File: src/rtl/ppt_pkg.sv
// Shared types and constants for the point-in-polygon test block.
// Used by ppt_cell, ppt_edge and point_in_polygon_test_top; no dependencies.

package ppt_pkg;

  localparam int MAX_VERTICES = 64;
  localparam int COORD_W      = 32;
  localparam int DIFF_W       = COORD_W + 1;
  localparam int PROD_W       = 2 * DIFF_W;
  localparam int IDX_W        = 6;
  localparam int VC_W         = 7;
  localparam int CNT_W        = $clog2(MAX_VERTICES + 1);
  localparam int CMP_W        = (CNT_W > VC_W) ? CNT_W : VC_W;

  localparam logic REQ_WRITE = 1'b0;
  localparam logic REQ_TEST  = 1'b1;

  typedef struct packed {
    logic [COORD_W-1:0] lat;
    logic [COORD_W-1:0] lon;
  } vertex_t;

  typedef struct packed {
    logic load;
    logic shift;
  } cell_ctrl_t;

  typedef struct packed {
    logic run;
    logic start;
    logic edge_vld;
    logic use_first;
    logic last;
  } step_t;

endpackage

File: src/rtl/ppt_cell.sv
// One vertex cell of the rotating vertex ring.
// Depends on ppt_pkg for vertex_t and cell_ctrl_t.

module ppt_cell
  import ppt_pkg::*;
(
  input  logic       clk_i,
  input  cell_ctrl_t ctrl_i,
  input  vertex_t    wr_data_i,
  input  vertex_t    nb_data_i,
  output vertex_t    vtx_o
);

  vertex_t vtx_q;

  always_ff @(posedge clk_i) begin
    if (ctrl_i.load) begin
      vtx_q <= wr_data_i;
    end else if (ctrl_i.shift) begin
      vtx_q <= nb_data_i;
    end
  end

  assign vtx_o = vtx_q;

endmodule

File: config.mk
export PLATFORM = sky130hd
export DESIGN_NAME = ppt_cell
export DESIGN_NICKNAME = d
export VERILOG_FILES = /design/src/rtl/ppt_pkg.sv /design/src/rtl/ppt_cell.sv
export SDC_FILE = /design/constraint.sdc
export NUM_CORES = 1
export LEC_CHECK = 0
export ABC_AREA = 1
export BUFFER_PORTS_ARGS = -buffer_cell sky130_fd_sc_hd__buf_4
export CAP_MARGIN = 0
export CORE_MARGIN = 1.5
export CORE_UTILIZATION = 35
export DETAILED_ROUTE_END_ITERATION = 6
export PLACE_DENSITY = 0.7
export SLEW_MARGIN = 20
export SYNTH_ARGS = -nofsm -noshare
export SYNTH_HDL_FRONTEND = slang
export SYNTH_SLANG_ARGS = --single-unit
File: constraint.sdc
create_clock -name clk_i -period 2.21 [get_ports clk_i]
set_clock_uncertainty 0.15 [all_clocks]
set_input_delay 0.1105 -clock clk_i [delete_from_list [all_inputs] [get_ports clk_i]]
set_output_delay 0.1105 -clock clk_i [all_outputs]
set_load 0.01 [all_outputs]
==> results, run 1 <==
- In the synthesized netlist, the number of instances is 271.
- The proportion of netlist area held by the largest area contributor is 69.75%.
- The number of setup buffers added after CTS is 0.
- After synthesis, the netlist uses 6 different library cells.
- The number of warnings reported in the yosys synthesis log is 0.
- The placed wire-length estimate after detailed placement is 5.363 mm.
- Averaged over all synthesized cells, the footprint is 10.17 um2.
- The leading register cell type out of synthesis is edfxtp_1.
- The number of cell rows is 32.
- The number of buffers on the longest clock path is 2.
- Sequential cells were found to cover 69.75% of the synthesized design area.
- The flow did not finish.
- The cell area that synthesis handed to floorplanning was 2755 um2.
- The synthesized design contains 64 enable-type register cells.
- The number of H-tree levels is 3.
- The die span in x is 91.73 um.
- Counting flops with an async set or reset pin after synthesis yields a share of 0%.
- The count of buffers inserted at the top-level ports is 194.
- The global placement routability congestion is 0.7326.
- Clock tree synthesis inserted a total of 9 buffers.
- Of all cell types, the one taking the most synthesized area is edfxtp_1.
- The clock root buffer is clkbuf_8.
- Measured along the y axis, the die boundary spans 91.73 um.
- By area the synthesized netlist is led by edfxtp_1 (70%), nand2_1 (26%), buf_6 (2.5%).
- Hold repair after CTS inserted 116 buffers.
- It got as far as clock tree synthesis (4_1_cts) and failed there.
- In this run the count of I/O pins placed on the die edge is 195.
- The initial utilization of the core area, before any placement, comes to 35.84%.
- The cell with the most instances after synthesis is nand2_1.
- The first error in the log reads "[ERROR RSZ-0060] Max buffer count reached".
- The count of clock tree sinks is 64.
- Once the clock tree was built, the resizer swapped 0 gates to a different size.
- The post-synth net total is 402.
- The synthesized design contains 64 register bits.
- By count the netlist is led by nand2_1 (192), edfxtp_1 (64), buf_2 (7).
==> per-stage QoR <==
stage | util [%] | area (um2) | worst slack (ps) | std cells | hold WS, ps
after detailed placement | 55.40 | 4259 | 591.8 | 557 | 227.4
after global placement | 55.40 | 4259 | 627.1 | 557 | 222.6
after floorplan | - | 2755 | 588.7 | 271 | 139.1
==> logic make-up after synthesis <==
family                 after synthesis  share of synthesized area (%)
AND/OR/NAND/NOR                    193                          26.39
flip-flops                          64                          69.75
buffers and inverters               14                          3.860
==> run 2: changes to the inputs <==
--- a/config.mk
+++ b/config.mk
@@ -9,9 +9,9 @@
 export BUFFER_PORTS_ARGS = -buffer_cell sky130_fd_sc_hd__buf_4
 export CAP_MARGIN = 0
 export CORE_MARGIN = 1.5
-export CORE_UTILIZATION = 35
+export CORE_UTILIZATION = 20
 export DETAILED_ROUTE_END_ITERATION = 6
-export PLACE_DENSITY = 0.7
+export PLACE_DENSITY_LB_ADDON = 0.15
 export SLEW_MARGIN = 20
 export SYNTH_ARGS = -nofsm -noshare
 export SYNTH_HDL_FRONTEND = slang
==> results, run 2 <==
- The flow ran to the end, and the final reports show no timing, DRC or antenna violations.
- Cells fill 44.49% of the core in the end.
- Setup repair after global routing left no endpoint under its margin.
- Clock-pin slew was measured on the worst setup and hold paths at 50 ps.
- The type of the worst min-delay path is in2reg.
- Of all cell types, the one taking the most synthesized area is edfxtp_1.
- The cell with the most instances after synthesis is nand2_1.
- The number of antenna violations at the first check in global routing is 0.
- The first-pass GRT wire length is 13.94 mm.
- The total CTS buffers is 9.
- The die footprint is 14490 um2.
- For this run, the detailed router's first-pass iteration total came to 4.
- The HPWL after detailed placement is 5.773 mm.
- The number of cell rows is 42.
- The clock root buffer is clkbuf_16.
- Summing every instance area after synthesis gives 2755 um2.
- Among all flip-flop cells after synthesis, the most frequent one is edfxtp_1.
- In the routed design, unresolved DRC markers number 0.
- For this run, the post-layout net count is 728.
- The most common cell after layout, fill and taps aside is buf_4.
- After detailed routing, the average wire length per cell comes to 11.41 um.
- The largest net degree at the start of global routing is 41.
- The flip-flop count of the largest register, all copies and words added is 64.
- The clock passes through at most 2 buffers.
- For this design the top-level I/O count stands at 195.
- The number of H-tree levels is 3.
- In this run the post-CTS setup repair buffer count came out at 0.
- Counting distinct cell types in the post-synthesis netlist gives 6.
- The tool flagged a number of max-cap violations equal to 0.
- The critical path arrival is 1570 ps.
- STA classifies the critical path endpoint as a flip-flop.
- After synthesis, the cell types taking the most area are edfxtp_1 (70%), nand2_1 (26%), buf_6 (2.5%).
- The largest fanout on the critical path is 34.
- Across the VDD grid, the largest voltage drop is 305.3 uV.
- The proportion of netlist area held by the largest area contributor is 69.75%.
- The count of buffers inserted at the top-level ports is 194.
- Setup violations remaining at the end of the flow were counted as 0.
- Leaving out fill and tap cells, the most frequent cells in the layout are buf_4 (200), nand2_1 (192), dlygate4sd3_1 (128).
- The number of global-route vias before repair was 3087.
- The sequential cell area fraction in the yosys report is 69.75%.
- The starting density of the core is 20.64%.
- The total number of vias is 3034.
- Following the worst setup path forward leads to its endpoint at vtx_o[51].
- In this run, synthesis inferred 64 flip-flops with an integrated enable.
- The worst pin sits at a relative slew slack of 64.64%.
- For this run, the top clock speed supported by timing is 610.3 MHz.
- In the finished design, the share of the clock period the worst path needs comes to 74.14%.
- The placeable core region is 13350 um2.
- The final critical-path required period is 1639 ps.
- Once the clock tree was built, the resizer swapped 0 gates to a different size.
- For this run, the number of Yosys warnings is 0.
- Sorting the synthesized cells by how often they occur yields nand2_1 (192), edfxtp_1 (64), buf_2 (7).
- The number of hold buffers added after CTS was 128.
- The power per standard cell area is 626.0 nW/um2.
- Global routing used 12.43% of the available tracks across all layers.
- The sort of element at the start of the critical path is an input port.
- The global route total overflow is 0.
- The final sum of negative setup slack is 0 ps.
- For this design, the sink count on the clock tree is 64.
- Data on the critical path is required at its endpoint by 2140 ps.
- The post-synth net total is 402.
- At the end of routability-driven placement, the weighted congestion stood at 0.7533.
- Prior to clock tree synthesis, the placed netlist has a worst setup slack of 771.2 ps.
- For the pin with the worst max-slew slack, the measured transition is 530.3 ps.
- The synthesized area divided by synthesized cell count is 10.17 um2.
- Wires add up to 8.876 mm.
- The area after detailed placement is 4377 um2.
- After technology mapping, the gate count stands at 271.
- The post-synthesis to final-layout area growth is 115.5%.
- In this run the remaining antenna-violating nets after routing total 0.
- Cells with a size suffix above 1 make up 35.55% of the layout.
- The fraction of registers with async set or reset after synthesis is 0%.
- The worst setup path is of the in2reg kind.
- The detailed router's first-iteration violation count is 118.
- The height of the die is 120.4 um.
- The finished cells cover 5938 um2.
- TritonCTS built the clock tree.
- The antenna cell count is 0.
- Tracing the worst setup path back leads to its startpoint at ctrl_i[1].
- The count of final max-slew check failures came to 0.
- The analysis attributes to cell leakage a power of 0.002888 uW.
- The final critical-path setup slack is 571.5 ps.
- The detail-routed via count per cell is 3.900.
- The die span in x is 120.4 um.
- The final count of hold timing violations is 0.
- The count of state elements after synthesis is 64.
==> run 2: cell counts after synthesis <==
No cell type changed its count.
==> run 2: through the flow <==
step,hold slack [ps],instances,power (uW)
2_1_floorplan,139.1,271,1762
3_3_place_gp,226.0,634,2175
3_5_place_dp,229.5,634,2178
4_1_cts,336.6,778,3779
5_1_grt,381.3,778,3902
6_report,331.0,778,3718
==> run 2: logic make-up after synthesis <==
group         after synthesis  synth area share, %
buf+inv                    14                3.860
simple gates              193                26.39
flops                      64                69.75
==> run 2: metal layers <==
layer / wire, um / vias to the layer above / part of all wire (%) / track usage, %
li1: - / 1521 / - / -
met1: 3454 / 1363 / 39 / 13.16
met2: 4301 / 131 / 48 / 21.02
met3: 857 / 19 / 9.7 / 5.047
met4: 262 / 0 / 3.0 / 6.838
met5: 0 / - / 0 / 0
==> run 2: power breakdown <==
group | leakage, uW | switching, uW | total, uW | internal [uW]
Sequential | 0.000659 | 36.1 | 1530 | 1490
Combinational | 0.00209 | 307 | 834 | 527
Clock | 0.000138 | 493 | 1350 | 861
==> run 2: final cells by class <==
| class | count | area, um2 |
|---|---|---|
| well taps | 176 | 220.2 |
| clock buffers | 11 | 232.7 |
| multi-input cells | 193 | 729.5 |
| clock inverters | 5 | 47.55 |
| repair buffers | 328 | 2783 |
| fillers | 1301 | 7410 |
| flip-flops and latches | 64 | 1922 |
| inverters | 1 | 3.754 |
==> run 2: worst min-delay path by stage <==
stage | startpoint | to | slack [ps] | cells past startpoint
floorplan | nb_data_i[0] | vtx_o[0] | 140 | 2
global placement | nb_data_i[57] | vtx_o[57] | 230 | 3
detailed placement | nb_data_i[6] | vtx_o[6] | 230 | 3
CTS | ctrl_i[0] | vtx_o[8] | 340 | 3
global route | ctrl_i[0] | vtx_o[20] | 380 | 3
finish | ctrl_i[0] | vtx_o[2] | 330 | 3
==> run 2: critical path: stages <==
cell	delay, ps
buf_4	90
buf_4	310
inv_2	60
buf_4	250
nand2_1	110
nand2_1	50
dlygate4sd3_1	550
Power figures use the tool's default switching activity.
==> run 3: changes to the inputs <==
==> constraint.sdc (replaced) <==
create_clock -name clk_i -period 1.43 [get_ports clk_i]
set_clock_uncertainty 0.15 [all_clocks]
set_input_delay 0.0715 -clock clk_i [delete_from_list [all_inputs] [get_ports clk_i]]
set_output_delay 0.0715 -clock clk_i [all_outputs]
set_load 0.01 [all_outputs]
==> results, run 3 (synthesis gave the netlist of run 2 again) <==
- The final number of setup-violating endpoints is 0.
- For this design the static power due to leakage is 0.002862 uW.
- The flow ran to the end, and the final reports show no timing, DRC or antenna violations.
- The largest net degree at the start of global routing is 36.
- For this design, the sink count on the clock tree is 64.
- The starting density of the core is 20.64%.
- The type of the worst min-delay path is in2reg.
- The global placement routability congestion is 0.7147.
- Along the worst path, the maximum fanout reaches 1.
- The critical path data required time is 1210 ps.
- The post-synthesis to final-layout area growth is 115.1%.
- The height of the die is 120.4 um.
- Setup repair after global routing left no endpoint under its margin.
- Pin placement for this block handled 195 I/O pins.
- For this run, the total global-route usage over all layers was measured as 12.78%.
- The number of global-route vias before repair was 3105.
- After the first detailed-routing iteration, the DRC count stood at 86.
- The sort of element at the start of the critical path is a flip-flop.
- Dividing the final minimum period by the clock period gives 75.10%.
- The first-pass GRT wire length is 14.40 mm.
- After detailed routing, the number of vias per cell comes to 3.889.
- The placeable core region is 13350 um2.
- The number of antenna violations at the first check in global routing is 0.
- The worst-case hold path end point is vtx_o[25].
- The number of buffers on the longest clock path is 2.
- STA classifies the critical path endpoint as an output pin.
- Net switching is 22.71% of the power.
- The delay of the slowest cell on the worst path is 380 ps.
- The worst relative slew slack is 72.79%.
- The post-detailed-routing wire length is 9.190 mm.
- The switching power is 1234 uW.
- The total power consumption of the routed design is 5434 uW.
- The critical path's slowest cell is edfxtp_1.
- Broken down by cell family, the worst path's largest delay share belongs to flip-flops.
- The critical path goes through buf_4.
- In this run the power density over the cells is 916.8 nW/um2.
- Dividing the detail-routed wire length by the instance count gives 11.83 um.
- The worst hold path begins at ctrl_i[1].
- The register with the most flip-flops in the layout has 64 of them.
- The final count of hold timing violations came to 0.
- The placed wire-length estimate after detailed placement is 6.019 mm.
- The maximum resistive drop on vdd is 447.3 uV.
- The power share of the combinational group is 22.9%.
- TritonCTS built the clock tree.
- The buffering stage count on the worst path with inverters included is 1.
- The worst hold path was traced through 4 stages.
- The DRC violation count after routing is 0.
- The number of cell rows is 42.
- The most common cell after layout, fill and taps aside is buf_4.
- For the worst setup path, the data arrival time is 850 ps.
- The register clock-pin slew on the reported worst setup and hold paths is 50 ps.
- The clock network is responsible for 33.5% of the overall power.
- The clock tree synthesis step divided the H-tree into 3 levels.
- The total CTS buffers is 9.
- Buffers placed on the I/O ports in this run total 194.
- Measured on the finished design, the core utilization comes to 44.40%.
- The critical path is of the reg2out type.
- The portion of total power attributed to sequential cells is 43.6%.
- The final sum of negative setup slack is 0 ps.
- The net count of the finished layout is 730.
- The post-route netlist has 35.61% of its cells at a drive strength greater than 1.
- The count of TritonRoute iterations in the first routing pass is 4.
- Counting the fill cells in the layout gives 1263.
- The floorplan step defined a die boundary enclosing 14490 um2.
- From left edge to right edge, the die measures 120.4 um.
- The count of antenna-violating nets left after detailed routing is 0.
- The total number of vias is 3022.
- The count of final max-slew check failures came to 0.
- At the pin with the least slew margin, the transition time is 408.2 ps.
- The count of max-cap constraint violations is 0.
- The internal power consumption is 4200 uW.
- Timing would allow up to 931.1 MHz.
- In this run, post-CTS repair resized a total of 0 instances.
- The clock root buffer is clkbuf_16.
- The global route total overflow is 0.
- The library cells used most frequently in the layout, excluding fill and tap cells, are buf_4 (201), nand2_1 (192), dlygate4sd3_1 (128).
- The number of antenna diodes in the final layout is 0.
- The final critical-path required period is 1074 ps.
run 3: cell count changes in the layout (fill, tap and decap cells not counted):
cell	previous run	this run
buf_12	0	1
buf_4	200	201
bufinv_16	1	0
clkbuf_1	2	1
clkinv_2	2	1
run 3: metal layers:
metal / global-route usage (%) / vias to the layer above / part of all wire, % / routed length, um
li1: - / 1521 / - / -
met1: 14.41 / 1363 / 39 / 3603
met2: 22.73 / 128 / 51 / 4678
met3: 3.726 / 10 / 8.4 / 775
met4: 4.853 / 0 / 1.4 / 133
met5: 0 / - / 0 / 0
run 3: worst max-delay path by stage:
stage	start	depth (start not counted)	endpoint	slack [ps]
after global routing	vtx_o[9]	1	vtx_o[9]	310
after floorplan	ctrl_i[1]	2	vtx_o[0]	160
after detailed placement	ctrl_i[1]	6	vtx_o[58]	180
after CTS	vtx_o[32]	1	vtx_o[32]	340
final	vtx_o[32]	1	vtx_o[32]	360
after global placement	ctrl_i[1]	6	vtx_o[60]	200
run 3: what timing repair did:
action,in CTS,in global routing
endpoints found under the hold margin,64,0
buffers inserted,0,0
endpoints found under the setup margin,0,0
hold buffers,128,0
run 3: cell type report:
| class | count | area [um2] | share of cell area, % |
|---|---|---|---|
| clock buffer | 10 | 229.0 | 3.863 |
| clock inverter | 3 | 12.51 | 0.2111 |
| inverter | 1 | 3.754 | 0.06333 |
| multi-input combinational | 193 | 729.5 | 12.31 |
| sequential | 64 | 1922 | 32.43 |
| tap | 176 | 220.2 | 3.715 |
| timing repair buffer | 330 | 2810 | 47.41 |
run 3: power groups by stage:
stage | clock network, uW | logic (uW) | registers, uW
final | 1820 | 1250 | 2370
after global routing | 1980 | 1350 | 2390
after CTS | 1890 | 1260 | 2370
after detailed placement | 0 | 977 | 2400
after global placement | 0 | 974 | 2400
after floorplan | 0 | 209 | 2510
run 3: metrics by stage:
stage	hold slack, ps	setup WS, ps	std cells	cell area, um2
3_3_place_gp	187.3	202.0	636	4404
5_1_grt	151.9	309.8	777	5927
3_5_place_dp	189.3	180.2	636	4404
2_1_floorplan	100.1	160.8	271	2758
4_1_cts	115.6	336.1	777	5927
6_report	124.6	356.0	777	5927
